## config.mk

```make
export PLATFORM = sky130hd
export DESIGN_NAME = line_pixel_stepper
export DESIGN_NICKNAME = d
export VERILOG_FILES = /design/src/hdl/lps_pkg.sv /design/src/hdl/lps_front.sv /design/src/hdl/lps_queue.sv /design/src/hdl/lps_back.sv /design/src/hdl/line_pixel_stepper.sv
export SDC_FILE = /design/constraint.sdc
export NUM_CORES = 1
export LEC_CHECK = 0
export BUFFER_PORTS_ARGS = -buffer_cell sky130_fd_sc_hd__buf_2
export CORE_MARGIN = 2
export CORE_UTILIZATION = 45
export CTS_CLUSTER_DIAMETER = 30
export CTS_CLUSTER_SIZE = 25
export DETAILED_ROUTE_END_ITERATION = 6
export PLACE_DENSITY_LB_ADDON = 0.1
export SYNTH_ARGS = -nofsm -noshare
export SYNTH_HDL_FRONTEND = slang
export SYNTH_SLANG_ARGS = --single-unit
```

## constraint.sdc

```tcl
create_clock -name i_clk -period 9 [get_ports i_clk]
set_input_delay 1.35 -clock i_clk [delete_from_list [all_inputs] [get_ports i_clk]]
set_output_delay 1.35 -clock i_clk [all_outputs]
set_load 0.05 [all_outputs]
```

## src/hdl/lps_pkg.sv

```systemverilog
// ----------------------------------------------------------------------------
// lps_pkg
// Shared types and constants for the line pixel stepper.
// ----------------------------------------------------------------------------
package lps_pkg;

    localparam int COORD_W     = 12;   // signed endpoint coordinate
    localparam int SPAN_W      = 13;   // unsigned span
    localparam int ERR_W       = 15;   // signed error term
    localparam int COLOR_W     = 16;
    localparam int ADDR_W      = 19;
    localparam int FRAME_IDX_W = 11;   // frame dimensions stay below 2048
    localparam int PROD_W      = 2 * FRAME_IDX_W;

    localparam int DEF_FRAME_WIDTH  = 640;
    localparam int DEF_FRAME_HEIGHT = 480;

    localparam int QUEUE_DEPTH = 2;
    localparam int QPTR_W      = $clog2(QUEUE_DEPTH);
    localparam int QCNT_W      = $clog2(QUEUE_DEPTH + 1);

    localparam logic MODE_LOAD = 1'b0;
    localparam logic MODE_STEP = 1'b1;

    // classified word: endpoints already ordered along the major axis
    typedef struct packed {
        logic                       mode;
        logic                       steep;
        logic signed [COORD_W-1:0]  a0;     // major start
        logic signed [COORD_W-1:0]  a1;     // major end
        logic signed [COORD_W-1:0]  b0;     // minor start
        logic signed [COORD_W-1:0]  b1;     // minor end
        logic        [COLOR_W-1:0]  color;
    } t_cmd;

    typedef struct packed {
        logic full;
        logic empty;
    } t_qstat;

endpackage

```

## src/hdl/lps_front.sv

```systemverilog
// ----------------------------------------------------------------------------
// lps_front
// Classifies an incoming word: picks the major axis and orders the endpoints
// so the major coordinate rises.
// ----------------------------------------------------------------------------
module lps_front
    import lps_pkg::*;
(
    input  logic                       i_mode,
    input  logic signed [COORD_W-1:0]  i_start_x,
    input  logic signed [COORD_W-1:0]  i_start_y,
    input  logic signed [COORD_W-1:0]  i_end_x,
    input  logic signed [COORD_W-1:0]  i_end_y,
    input  logic        [COLOR_W-1:0]  i_pen_color,
    output t_cmd                       o_cmd
);

    logic signed [SPAN_W-1:0]  dx, dy;
    logic        [SPAN_W-1:0]  adx, ady;
    logic                      steep;
    logic signed [COORD_W-1:0] a0, a1, b0, b1;
    logic                      swap;

    always_comb begin
        dx  = SPAN_W'($signed(i_end_x)) - SPAN_W'($signed(i_start_x));
        dy  = SPAN_W'($signed(i_end_y)) - SPAN_W'($signed(i_start_y));
        adx = dx[SPAN_W-1] ? SPAN_W'(-dx) : SPAN_W'(dx);
        ady = dy[SPAN_W-1] ? SPAN_W'(-dy) : SPAN_W'(dy);
        steep = ady > adx;

        if (steep) begin
            a0 = i_start_y; b0 = i_start_x; a1 = i_end_y; b1 = i_end_x;
        end else begin
            a0 = i_start_x; b0 = i_start_y; a1 = i_end_x; b1 = i_end_y;
        end
        swap = a0 > a1;

        o_cmd.mode  = i_mode;
        o_cmd.steep = steep;
        o_cmd.a0    = swap ? a1 : a0;
        o_cmd.a1    = swap ? a0 : a1;
        o_cmd.b0    = swap ? b1 : b0;
        o_cmd.b1    = swap ? b0 : b1;
        o_cmd.color = i_pen_color;
    end

endmodule

```

## src/hdl/lps_queue.sv

```systemverilog
// ----------------------------------------------------------------------------
// lps_queue
// Short FIFO between the classifier and the stepping engine.
// ----------------------------------------------------------------------------
module lps_queue
    import lps_pkg::*;
(
    input  logic   i_clk,
    input  logic   i_rst_n,
    input  logic   i_push,
    input  t_cmd   i_data,
    input  logic   i_pop,
    output t_cmd   o_data,
    output t_qstat o_stat
);

    t_cmd              r_mem [QUEUE_DEPTH];
    logic [QPTR_W-1:0] r_wr_ptr, r_rd_ptr;
    logic [QCNT_W-1:0] r_count;

    function automatic logic [QPTR_W-1:0] ptr_inc(input logic [QPTR_W-1:0] p);
        ptr_inc = (32'(p) == QUEUE_DEPTH - 1) ? '0 : QPTR_W'(p + 1'b1);
    endfunction

    always_ff @(posedge i_clk) begin
        if (!i_rst_n) begin
            r_wr_ptr <= '0;
            r_rd_ptr <= '0;
            r_count  <= '0;
        end else begin
            if (i_push)
                r_wr_ptr <= ptr_inc(r_wr_ptr);
            if (i_pop)
                r_rd_ptr <= ptr_inc(r_rd_ptr);
            if (i_push && !i_pop)
                r_count <= QCNT_W'(r_count + 1'b1);
            else if (i_pop && !i_push)
                r_count <= QCNT_W'(r_count - 1'b1);
        end
    end

    always_ff @(posedge i_clk) begin
        if (i_push)
            r_mem[r_wr_ptr] <= i_data;
    end

    assign o_data       = r_mem[r_rd_ptr];
    assign o_stat.full  = (32'(r_count) == QUEUE_DEPTH);
    assign o_stat.empty = (r_count == '0);

endmodule

```

## src/hdl/lps_back.sv

```systemverilog
// ----------------------------------------------------------------------------
// lps_back
// Stepping engine: loads the active line on a load word, runs one Bresenham
// step per step word while a line is active, and registers the result word.
// ----------------------------------------------------------------------------
module lps_back
    import lps_pkg::*;
#(
    parameter int FRAME_WIDTH  = DEF_FRAME_WIDTH,
    parameter int FRAME_HEIGHT = DEF_FRAME_HEIGHT
) (
    input  logic                i_clk,
    input  logic                i_rst_n,
    input  t_cmd                i_cmd,
    input  logic                i_cmd_valid,
    output logic                o_cmd_pop,
    output logic                o_valid,
    input  logic                i_ready,
    output logic                o_pixel_valid,
    output logic [ADDR_W-1:0]   o_pixel_addr,
    output logic [COLOR_W-1:0]  o_pixel_color,
    output logic                o_line_done
);

    localparam logic [FRAME_IDX_W-1:0] FW     = FRAME_IDX_W'(FRAME_WIDTH);
    localparam logic [FRAME_IDX_W-1:0] FH     = FRAME_IDX_W'(FRAME_HEIGHT);
    localparam logic [PROD_W-1:0]      FW_EXT = PROD_W'(FRAME_WIDTH);

    // line state
    logic signed [COORD_W-1:0] r_major_pos, n_major_pos;
    logic signed [COORD_W-1:0] r_major_end, n_major_end;
    logic signed [COORD_W-1:0] r_minor_pos, n_minor_pos;
    logic        [SPAN_W-1:0]  r_major_span, n_major_span;
    logic        [SPAN_W-1:0]  r_minor_span, n_minor_span;
    logic signed [ERR_W-1:0]   r_error_acc, n_error_acc;
    logic                      r_minor_dir_neg, n_minor_dir_neg;
    logic                      r_axis_steep, n_axis_steep;
    logic        [COLOR_W-1:0] r_line_color, n_line_color;
    logic                      r_busy, n_busy;

    // output word
    logic                r_out_valid;
    logic                r_pix_valid, n_pix_valid;
    logic [ADDR_W-1:0]   r_pix_addr, n_pix_addr;
    logic [COLOR_W-1:0]  r_pix_color, n_pix_color;
    logic                r_done, n_done;

    logic                      take;
    logic signed [COORD_W-1:0] px, py;
    logic                      in_frame;
    logic [PROD_W-1:0]         addr_full;
    logic signed [SPAN_W-1:0]  db;
    logic signed [ERR_W:0]     err_sum;
    logic                      err_wrap;
    logic signed [COORD_W-1:0] major_inc;

    assign take      = i_cmd_valid && (!r_out_valid || i_ready);
    assign o_cmd_pop = take;

    always_comb begin
        n_major_pos     = r_major_pos;
        n_major_end     = r_major_end;
        n_minor_pos     = r_minor_pos;
        n_major_span    = r_major_span;
        n_minor_span    = r_minor_span;
        n_error_acc     = r_error_acc;
        n_minor_dir_neg = r_minor_dir_neg;
        n_axis_steep    = r_axis_steep;
        n_line_color    = r_line_color;
        n_busy          = r_busy;
        n_pix_valid     = 1'b0;
        n_pix_addr      = '0;
        n_pix_color     = '0;
        n_done          = 1'b1;

        px        = r_axis_steep ? r_minor_pos : r_major_pos;
        py        = r_axis_steep ? r_major_pos : r_minor_pos;
        in_frame  = !px[COORD_W-1] && !py[COORD_W-1]
                    && (px[FRAME_IDX_W-1:0] < FW) && (py[FRAME_IDX_W-1:0] < FH);
        addr_full = FW_EXT * {{(PROD_W-FRAME_IDX_W){1'b0}}, py[FRAME_IDX_W-1:0]}
                    + {{(PROD_W-FRAME_IDX_W){1'b0}}, px[FRAME_IDX_W-1:0]};
        // error step: wrap when twice the sum exceeds the major span
        err_sum   = (ERR_W+1)'(r_error_acc) + $signed({3'b000, r_minor_span});
        err_wrap  = $signed({err_sum, 1'b0}) > $signed({4'b0000, r_major_span});
        major_inc = COORD_W'(r_major_pos + 2'sd1);
        db        = SPAN_W'($signed(i_cmd.b1)) - SPAN_W'($signed(i_cmd.b0));

        if (i_cmd.mode == MODE_LOAD) begin
            n_major_pos     = i_cmd.a0;
            n_major_end     = i_cmd.a1;
            n_minor_pos     = i_cmd.b0;
            n_major_span    = SPAN_W'(SPAN_W'($signed(i_cmd.a1))
                                      - SPAN_W'($signed(i_cmd.a0)));
            n_minor_span    = db[SPAN_W-1] ? SPAN_W'(-db) : SPAN_W'(db);
            n_minor_dir_neg = !(i_cmd.b0 < i_cmd.b1);
            n_axis_steep    = i_cmd.steep;
            n_error_acc     = '0;
            n_line_color    = i_cmd.color;
            n_busy          = (i_cmd.a0 != i_cmd.a1);
            n_done          = !n_busy;
        end else if (r_busy) begin
            n_pix_valid = in_frame;
            n_pix_addr  = in_frame ? addr_full[ADDR_W-1:0] : '0;
            n_pix_color = in_frame ? r_line_color : '0;
            if (err_wrap) begin
                n_minor_pos = r_minor_dir_neg ? COORD_W'(r_minor_pos - 2'sd1)
                                              : COORD_W'(r_minor_pos + 2'sd1);
                n_error_acc = ERR_W'(err_sum - $signed({3'b000, r_major_span}));
            end else begin
                n_error_acc = ERR_W'(err_sum);
            end
            n_major_pos = major_inc;
            n_busy      = (major_inc != r_major_end);
            n_done      = !n_busy;
        end
    end

    always_ff @(posedge i_clk) begin
        if (!i_rst_n) begin
            r_major_pos     <= '0;
            r_major_end     <= '0;
            r_minor_pos     <= '0;
            r_major_span    <= '0;
            r_minor_span    <= '0;
            r_error_acc     <= '0;
            r_minor_dir_neg <= 1'b0;
            r_axis_steep    <= 1'b0;
            r_line_color    <= '0;
            r_busy          <= 1'b0;
            r_out_valid     <= 1'b0;
        end else begin
            if (take) begin
                r_major_pos     <= n_major_pos;
                r_major_end     <= n_major_end;
                r_minor_pos     <= n_minor_pos;
                r_major_span    <= n_major_span;
                r_minor_span    <= n_minor_span;
                r_error_acc     <= n_error_acc;
                r_minor_dir_neg <= n_minor_dir_neg;
                r_axis_steep    <= n_axis_steep;
                r_line_color    <= n_line_color;
                r_busy          <= n_busy;
                r_out_valid     <= 1'b1;
            end else if (i_ready) begin
                r_out_valid     <= 1'b0;
            end
        end
    end

    always_ff @(posedge i_clk) begin
        if (take) begin
            r_pix_valid <= n_pix_valid;
            r_pix_addr  <= n_pix_addr;
            r_pix_color <= n_pix_color;
            r_done      <= n_done;
        end
    end

    assign o_valid       = r_out_valid;
    assign o_pixel_valid = r_pix_valid;
    assign o_pixel_addr  = r_pix_addr;
    assign o_pixel_color = r_pix_color;
    assign o_line_done   = r_done;

endmodule

```

## src/hdl/line_pixel_stepper.sv

```systemverilog
// ----------------------------------------------------------------------------
// line_pixel_stepper
// Result path: the accepted input word is written into the queue, then the
// result word is registered in the stepping engine's output register.
// Throughput: one word per cycle while the output is not stalled; the
// stepping engine's error/minor update is combinational, and a 2-entry
// queue decouples the sides.
// o_ready drops only when the output stalls and the queue holds 2 words.
// Reset (i_rst_n low, synchronous) clears line state, queue and output valid.
// ----------------------------------------------------------------------------
module line_pixel_stepper
    import lps_pkg::*;
#(
    parameter int FRAME_WIDTH  = DEF_FRAME_WIDTH,
    parameter int FRAME_HEIGHT = DEF_FRAME_HEIGHT
) (
    input  logic                       i_clk,
    input  logic                       i_rst_n,
    input  logic                       i_valid,
    output logic                       o_ready,
    input  logic                       i_mode,
    input  logic signed [COORD_W-1:0]  i_start_x,
    input  logic signed [COORD_W-1:0]  i_start_y,
    input  logic signed [COORD_W-1:0]  i_end_x,
    input  logic signed [COORD_W-1:0]  i_end_y,
    input  logic        [COLOR_W-1:0]  i_pen_color,
    output logic                       o_valid,
    input  logic                       i_ready,
    output logic                       o_pixel_valid,
    output logic        [ADDR_W-1:0]   o_pixel_addr,
    output logic        [COLOR_W-1:0]  o_pixel_color,
    output logic                       o_line_done
);

    t_cmd   front_cmd, q_cmd;
    t_qstat q_stat;
    logic   q_push, q_pop;

    lps_front u_front (
        .i_mode      (i_mode),
        .i_start_x   (i_start_x),
        .i_start_y   (i_start_y),
        .i_end_x     (i_end_x),
        .i_end_y     (i_end_y),
        .i_pen_color (i_pen_color),
        .o_cmd       (front_cmd)
    );

    assign o_ready = !q_stat.full;
    assign q_push  = i_valid && o_ready;

    lps_queue u_queue (
        .i_clk   (i_clk),
        .i_rst_n (i_rst_n),
        .i_push  (q_push),
        .i_data  (front_cmd),
        .i_pop   (q_pop),
        .o_data  (q_cmd),
        .o_stat  (q_stat)
    );

    lps_back #(
        .FRAME_WIDTH  (FRAME_WIDTH),
        .FRAME_HEIGHT (FRAME_HEIGHT)
    ) u_back (
        .i_clk         (i_clk),
        .i_rst_n       (i_rst_n),
        .i_cmd         (q_cmd),
        .i_cmd_valid   (!q_stat.empty),
        .o_cmd_pop     (q_pop),
        .o_valid       (o_valid),
        .i_ready       (i_ready),
        .o_pixel_valid (o_pixel_valid),
        .o_pixel_addr  (o_pixel_addr),
        .o_pixel_color (o_pixel_color),
        .o_line_done   (o_line_done)
    );

    // no result word appears without a queued word behind it
    a_no_phantom: assert property (@(posedge i_clk) disable iff (!i_rst_n)
        (q_stat.empty && !q_push && !(o_valid && !i_ready)) |=> !o_valid)
        else $error("result word without a source word");

    // suppressed pixels carry zero address and color
    a_suppressed_zero: assert property (@(posedge i_clk) disable iff (!i_rst_n)
        (o_valid && !o_pixel_valid) |-> (o_pixel_addr == '0 && o_pixel_color == '0))
        else $error("suppressed pixel with nonzero payload");

    // emitted pixel lies inside the frame (checked when the frame fits ADDR_W)
    a_addr_in_frame: assert property (@(posedge i_clk) disable iff (!i_rst_n)
        (o_valid && o_pixel_valid) |->
            ((FRAME_WIDTH * FRAME_HEIGHT > (1 << ADDR_W))
             || (32'(o_pixel_addr) < FRAME_WIDTH * FRAME_HEIGHT)))
        else $error("pixel address outside frame");

    // pop only from a non-empty queue, push only into a non-full one
    a_queue_sane: assert property (@(posedge i_clk) disable iff (!i_rst_n)
        !(q_pop && q_stat.empty) && !(q_push && q_stat.full))
        else $error("queue overflow or underflow");

endmodule
```

* Word-level counts from Yosys, hierarchy flattened
Memory sizes are Yosys's and may differ from the RTL's. A register that Yosys moved wholly into a read port is not among the register bits.
Cells that the tools add are included.
** Cells by class
- Add/subtract/negate cells :: 17
- Multipliers :: 1
- Magnitude comparators :: 6
- Eq/ne operators :: 5
- Muxes and demuxes :: 36
- Bitwise gates (word level) :: 1
- Reductions and logical operators :: 26
** Operators by type and width (number)
- 2-to-1 mux 12 bit :: 16
- subtractor 12 x 12 -> 13 bit :: 4
- 2-to-1 mux 15 bit :: 3
- 2-to-1 mux 13 bit :: 3
- negation 13 bit :: 3
- adder 12 x 2 -> 12 bit, second input constant :: 2
- != test 12 bit :: 2
- adder 19 x 11 -> 19 bit :: 1
- greater-than comparator 17 x 14 -> 1 bit :: 1
- adder 15 x 14 -> 16 bit :: 1
- subtractor 15 x 14 -> 15 bit :: 1
- greater-than comparator 13 bit :: 1
- greater-than comparator 12 bit :: 1
- < comparator 12 bit :: 1
- multiplier 3 x 11 -> 12 bit, first input constant :: 1
- 2-to-1 mux 1 bit :: 12
- subtractor 12 x 2 -> 12 bit, second input constant :: 1
- < comparator 11 x 10 -> 1 bit, second input constant :: 1
- < comparator 11 x 9 -> 1 bit, second input constant :: 1
- logical NOT 1 bit :: 10
- logical AND 1 bit :: 7
- AND reduction 2 bit :: 3
- AND reduction 3 bit :: 2
- 2-to-1 mux 2 bit :: 2
- 9 further kinds :: 12
** Storage, ports and cells
- Bits in registers :: 138
- RAM bits :: 132
- Bits of input ports :: 69
- Output and inout port bits :: 39
- Memories kept :: 1
** Memories
- u_queue.r_mem :: words 2, width 66, read ports 1, clocked after memory_dff 1, write ports 1, RTL line lps_queue.sv:17 : t_cmd r_mem [QUEUE_DEPTH];

* Longest topological paths before layout
Gate-level depths: netlist of run 1.
- Depth after elaboration :: 7
- Mapped depth :: 37
- Gate-level depth less buffers :: 32

* By module
Synthesis of run 1 repeated with hierarchy kept, for this count alone.
** Unflattened totals
- Cells, all modules :: 1877
- Area, all modules :: 18480.2 µm²
** Modules (own cells, without submodules)
- lps_back :: instances 1, cells an instance 1181, area each 9781.9 µm², seq. area each 3052.9 µm²
- lps_queue :: instances 1, cells an instance 227, area each 4988.5 µm², seq. area each 4063.9 µm²
- lps_front :: instances 1, cells an instance 466, area each 3696.0 µm², seq. area each 0.0 µm²
- line_pixel_stepper :: instances 1, cells an instance 3, area each 13.8 µm², seq. area each 0.0 µm²

* Worst setup path after synthesis of run 1
Ideal clock, no wire load.
- Path kind :: input-to-reg
- Start point :: input i_end_y[0]
- End point :: memory u_queue.r_mem[0][29] (netlist name) (data pin)
- Arrival :: 7644 ps
- Required time :: 8730 ps
- Slack :: 1086 ps
- Stages :: 36
- Buffers on the path :: 5
- Cells stage by stage :: inv_1 ha_1 fa_1 nor2b_1 o21ai_0 a21boi_0 o31ai_1 a211oi_1 o21ai_0 a21oi_1 clkbuf_1 a21oi_1 ha_1 nor2b_1 o21a_1 o21a_1 o21a_1 o21a_1 o21ai_0 a221o_1 a21oi_1 clkbuf_1 buf_2 mux2i_1 ha_1 a21oi_1 o22ai_1 o21ai_0 nand2b_1 a21oi_1 o211ai_1 o311ai_1 clkbuf_1 buf_2 mux2i_1 mux2i_1
** RTL lines
- start: declaration :: RTL line line_pixel_stepper.sv:25 : input logic signed [COORD_W-1:0] i_end_y,
- end: declaration :: RTL line lps_queue.sv:17

==> impl_metrics.py, run 1 <==
metrics = {
    "logic_synthesis": {
        "syn_inst": 1828,
        "ys.flop_type": "edfxtp_1",
        "synth_area_mm2": 0.0182,
        "ys_async_sr_fraction": 0,
        "synth_edf_count": 169,
        "synth.distinct_cells": 95,
        "yosys.area.top_type_share": 0.279,
        "ys_seq_area_frac": 0.392,
        "synth_seq_cells": 271,
        "synth_warnings": 0,
        "syn_area_per_cell_um2": 9.94,
        "yosys.area.top_type": "edfxtp_1",
        "syn_nets": 2054,
        "yosys-top-cells-area": "edfxtp_1 (28%), dfxtp_1 (11%), mux2i_1 (11%)",
    },
    "floorplan": {
        "die_x_um": 205,
        "dieArea_mm2": 0.0420,
        "initial_core_util": 0.456,
        "fp.dieH_um": 205,
        "num_rows": 73,
        "core-area_mm2": 0.0398,
        "ios": 108,
    },
    "sta": {
        "finalHoldViolations": 0,
        "tightestPinTransition_ns": 1.18,
        "drv_slew": 0,
        "period_needed_ns": 7.81,
        "rsz0062_at_grt": "no",
        "setup_viol": 0,
        "clock_skew_ns": 0.0371,
        "relSlewSlack": 0.210,
        "fin_ws_ns": 1.19,
        "max_freq_ghz": 0.128,
        "period_share": 0.868,
        "finalSetupTns_ns": 0,
        "timing.hold.ws_ns": 0.450,
    },
    "finish": {
        "drive_gt1_frac": 0.153,
        "regArea_mm2": 0.00712,
        "multi_input_area_mm2": 0.0104,
        "area_growth_pct": 19.0,
        "final_net_count": 2177,
        "mostFrequentLayoutCells": "mux2i_1 (194), edfxtp_1 (169), nor2_1 (154), ha_1 (148), nand2_1 (112)",
        "final_common_cell": "mux2i_1",
        "fill_cells": 3621,
        "finish.instance_area_mm2": 0.0216,
    },
    "routing": {
        "post_drt_wl_per_cell_um": 18.1,
        "ant_nets": 0,
        "drc": 0,
        "via_per_inst": 5.58,
        "drt_pass1_iterations": 7,
        "drt-total-wl_um": 45900,
        "vias": 14100,
        "drt_first_iter_violations": 643,
    },
    "clocking": {
        "numCtsBuffers": 68,
        "cts.sinks": 271,
        "cts_tree": "yes",
        "cts_resized": 0,
        "clk_latency_ns": 0.59,
        "path_clk_slew_ns": 0.04,
        "htreeDepth": 3,
        "clockBufferDepth": 3,
        "postCtsSetupBuffers": 0,
        "cts_root_buffer": "clkbuf_16",
        "cts_hold_buf": 0,
    },
    "global_route": {
        "track_usage": 0.222,
        "grt_pass1_wl_um": 73100,
        "top_usage_layer": "met2",
        "grtUsageMet2": 0.362,
        "grt_use_met1": 0.291,
        "grt_pass1_vias": 14000,
        "met3_usage": 0.0387,
        "grt_max_degree": 85,
        "antenna_found_initial": 0,
        "grt_overflow": 0,
    },
    "placement": {
        "routabilityCongestion": 0.915,
        "dpl-instance-area_mm2": 0.0192,
        "dpl_worst_slack_ns": 0.532,
        "io_buffers": 107,
        "post-dp-hpwl_um": 33800,
    },
    "setup_path": {
        "endpoint_kind": "flip-flop",
        "crit_type": "input port to flip-flop",
        "setup.worst_path.start_class": "input port",
        "crit_end": "u_queue.r_mem[1][22]",
        "cp_slowest_cell": "a21oi_4",
        "r2r_end": "u_back.r_minor_span[11]",
        "r2r_cells": 12,
        "crit_start": "i_end_y[0]",
        "arrival_ns": 8.10,
        "slowest_delay_ns": 0.50,
        "critPathRequiredTime_ns": 9.29,
        "cp_max_fo": 28,
        "r2r_slack_ns": 4.13,
    },
    "run": {
        "max_cap_viol_count": 0,
    },
    "worst_hold_path": {
        "hold_path_startpoint": "u_back.r_error_acc[0]",
        "hold_class": "flip-flop to flip-flop",
    },
    "status": {
        "status": "completed",
    },
}
-- logic make-up after synthesis --
kind of cell,Yosys count,synth area share
fa+ha+maj,157,0.112
simple gates,520,0.141
mux,230,0.129
compound gates,366,0.133
flops,271,0.392
buf+inv,173,0.0391
xor+xnor,111,0.0535
-- layer usage --
layer  up-vias  part of all wire  wire, um
met5         -                 0         0
met4         0             0.038      1760
met2       279              0.46     21300
met1      6743              0.46     21200
met3        99             0.037      1690
li1       7006                 -         -
-- cell usage after synthesis (all sizes together) (6+ instances only) --
cell and count:
mux2i 195, edfxtp 169, nor2 156, ha 148, nand2 112, dfxtp 102, inv 101, a21oi 99
o21ai 85, xnor2 65, clkbuf 48, xor2 46, nor3 43, mux2 35, nand3 35, a211oi 34
and2 30, buf 23, nand4 23, nor2b 23, and3 20, a21o 19, o21a 19, nand2b 15
a21boi 12, a31oi 12, or3 12, fa 9, nand3b 9, nor3b 9, o211ai 9, o31ai 9
nor4 8, or2 7, or4 6
-- worst min-delay path by stage --
stage	end	slack, ns	cells past startpoint
2_1_floorplan	u_back.r_error_acc[0]	0.43	2
3_3_place_gp	u_back.r_major_span[7]	0.44	2
3_5_place_dp	u_back.r_error_acc[0]	0.45	2
4_1_cts	u_back.r_error_acc[0]	0.45	2
5_1_grt	u_back.r_error_acc[12]	0.48	2
6_report	u_back.r_error_acc[0]	0.45	2
-- flip-flops by register name (all words and copies together) (netlist names), 2 cells and up, named ones only --
| signal | count |
|---|---|
| u_queue.r_mem | 132 |
| u_back.o_pixel_addr | 19 |
| u_back.o_pixel_color | 16 |
| u_back.r_line_color | 16 |
| u_back.r_error_acc | 15 |
| u_back.r_major_span | 13 |
| u_back.r_minor_span | 13 |
| u_back.r_major_end | 12 |
| u_back.r_major_pos | 12 |
| u_back.r_minor_pos | 12 |
| u_queue.r_count | 2 |
-- per-stage QoR --
step | utilization | instances
after global routing | 0.543 | 2532
after detailed placement | 0.483 | 2406
final | 0.543 | 2533
after CTS | 0.543 | 2532
after floorplan | - | 1828
after global placement | 0.483 | 2406
-- area by class of cell --
type                    instances  share of cell area
multi-input cells            1384               0.481
flip-flops and latches        271               0.329
clock buffers                  80              0.0822
repair buffers                124              0.0313
well taps                     525              0.0304
clock inverters                46              0.0283
inverters                     102              0.0177
diodes                          1            0.000116
-- worst max-delay path: cells and delay by family --
family | cells | cell delay [ns]
AO/OA/AOI/OAI | 19 | 3.63
adder cells (fa/ha/maj) | 4 | 1.17
multiplexers | 3 | 0.77
AND/OR/NAND/NOR | 4 | 0.54
buffers and inverters | 3 | 0.61
Power of run 1 is not shown: default switching activity piles up to over one toggle a cycle in this logic, so the estimate is an artifact.
==> inputs of run 2 (changes only) <==
--- a/config.mk
+++ b/config.mk
@@ -6,8 +6,10 @@
 export NUM_CORES = 1
 export LEC_CHECK = 0
 export BUFFER_PORTS_ARGS = -buffer_cell sky130_fd_sc_hd__buf_2
+export CELL_PAD_IN_SITES_DETAIL_PLACEMENT = 1
+export CELL_PAD_IN_SITES_GLOBAL_PLACEMENT = 2
 export CORE_MARGIN = 2
-export CORE_UTILIZATION = 45
+export CORE_UTILIZATION = 41
 export CTS_CLUSTER_DIAMETER = 30
 export CTS_CLUSTER_SIZE = 25
 export DETAILED_ROUTE_END_ITERATION = 6
==> constraint.sdc (replaced) <==
create_clock -name i_clk -period 7.4 [get_ports i_clk]
set_input_delay 1.11 -clock i_clk [delete_from_list [all_inputs] [get_ports i_clk]]
set_output_delay 1.11 -clock i_clk [all_outputs]
set_load 0.05 [all_outputs]
==> run 2 against run 1 <==
  * Die area increased by 9.6%
  * Utilization decreased by 4.1 points
  * Hold slack improved by 0.0012 ns
  * Via count increased by 2.5%
  * First-iteration DRC count decreased by 9.0%
  * Global-route usage increased by 0.73 points
  * Clock-buffer cell count increased by 6
  * Critical path type unchanged
  * Largest cell class unchanged
  * Highest routed layer unchanged
==> impl_metrics.py, run 2 (synthesis gave the netlist of run 1 again) <==
metrics = {
    "status": {
        "status": "completed",
    },
    "finish": {
        "mostFrequentLayoutCells": "mux2i_1 (193), edfxtp_1 (169), nor2_1 (154), ha_1 (148), nand2_1 (112)",
        "largest_reg_flops": 132,
        "area_growth_pct": 21.4,
        "fill_cells": 4848,
        "diodes": 0,
        "final_common_cell": "mux2i_1",
        "final_net_count": 2198,
        "drive_gt1_frac": 0.167,
        "finish.instance_area_mm2": 0.0220,
        "top_register": "u_queue.r_mem",
    },
    "worst_hold_path": {
        "hold_class": "flip-flop to flip-flop",
        "hold_path_depth": 2,
    },
    "routing": {
        "wl_met1_um": 23900,
        "post_drt_wl_per_cell_um": 20.1,
        "via_per_inst": 5.52,
        "drt_pass1_iterations": 5,
        "highest_layer": "met4",
        "drt-total-wl_um": 52900,
        "vias": 14500,
        "dr_wl_met2_um": 25700,
        "ant_nets": 0,
        "wl_met3_um": 1690,
        "drt_first_iter_violations": 585,
        "drc": 0,
    },
    "setup_path": {
        "cp_max_fo": 24,
        "endpoint_kind": "flip-flop",
        "slowest_delay_ns": 0.41,
        "worstSetupPathDepth": 37,
        "arrival_ns": 7.30,
        "crit_type": "input port to flip-flop",
        "path_buf_inv": 6,
        "cp_slowest_cell": "fa_1",
        "r2r_cells": 15,
        "critPathRequiredTime_ns": 7.71,
        "path_delay_family": "compound AO/OA/AOI/OAI gates",
        "setup.worst_path.start_class": "input port",
    },
    "sta": {
        "tightestPinTransition_ns": 1.12,
        "rsz0062_at_grt": "no",
        "finalHoldViolations": 0,
        "clock_skew_ns": 0.0345,
        "fin_ws_ns": 0.404,
        "period_needed_ns": 7.00,
        "max_freq_ghz": 0.143,
        "relSlewSlack": 0.235,
        "period_share": 0.945,
        "drv_slew": 0,
        "setup_viol": 0,
    },
    "global_route": {
        "grt_pass1_vias": 15600,
        "grt_max_degree": 67,
        "track_usage": 0.230,
        "antenna_found_initial": 0,
        "grt_pass1_wl_um": 83800,
        "grt_overflow": 0,
    },
    "floorplan": {
        "fp.dieH_um": 215,
        "die_x_um": 215,
        "ios": 108,
        "core-area_mm2": 0.0439,
        "num_rows": 77,
        "initial_core_util": 0.414,
        "dieArea_mm2": 0.0460,
    },
    "clocking": {
        "postCtsSetupBuffers": 0,
        "htreeDepth": 3,
        "path_clk_slew_ns": 0.04,
        "numCtsBuffers": 73,
        "cts_resized": 0,
        "cts.sinks": 271,
        "cts_hold_buf": 0,
        "cts_tree": "yes",
        "clk_latency_ns": 0.61,
        "clockBufferDepth": 3,
        "cts_root_buffer": "clkbuf_16",
    },
    "placement": {
        "dpl_worst_slack_ns": -0.266,
        "dpl-instance-area_mm2": 0.0195,
        "routabilityCongestion": 0.865,
        "post-dp-hpwl_um": 39400,
        "io_buffers": 107,
    },
    "run": {
        "max_cap_viol_count": 0,
    },
}
-- run 2: layout make-up --
| cell class | count | area, um^2 | area share |
|---|---|---|---|
| clock buffers | 86 | 1930 | 0.0873 |
| flip-flops and latches | 271 | 7120 | 0.323 |
| repair buffers | 140 | 833 | 0.0378 |
| clock inverters | 49 | 637 | 0.0289 |
| inverters | 102 | 383 | 0.0174 |
| multi-input cells | 1384 | 10400 | 0.472 |
| well taps | 592 | 741 | 0.0336 |
-- run 2: tightest hold or removal path, delay by kind of cell (launching register included) --
kind             cells  cell delay (ns)
AO/OA/AOI/OAI        1             0.05
flip-flops           1             0.30
AND/OR/NAND/NOR      1             0.05
-- run 2: final timing paths --
| path | start | end | slack [ns] |
|---|---|---|---|
| setup / recovery | i_end_y[0] | u_queue.r_mem[0][17] | 0.40 |
| hold / removal | u_back.r_major_span[8] | u_back.r_major_span[8] | 0.45 |
| setup reg to reg | u_back.r_error_acc[0] | u_back.r_error_acc[14] | 2.67 |
| hold reg to reg | u_back.r_major_span[8] | u_back.r_major_span[8] | 0.45 |
-- run 2: stage by stage --
stage           util  std cells  hold slack, ns  setup TNS (ns)
3_3_place_gp   0.443       2489           0.443               0
4_1_cts        0.501       2624           0.455               0
3_5_place_dp   0.443       2489           0.449          -16.45
2_1_floorplan      -       1828           0.431               0
5_1_grt        0.502       2624           0.479               0
6_report       0.502       2624           0.452               0
-- run 2: per-layer routing --
| layer | global-route usage | vias up |
|---|---|---|
| li1 | - | 7031 |
| met1 | 0.287 | 7107 |
| met2 | 0.398 | 248 |
| met3 | 0.0357 | 90 |
| met4 | 0.0884 | 0 |
| met5 | 0 | - |
Power of run 2 is left out for the same reason.
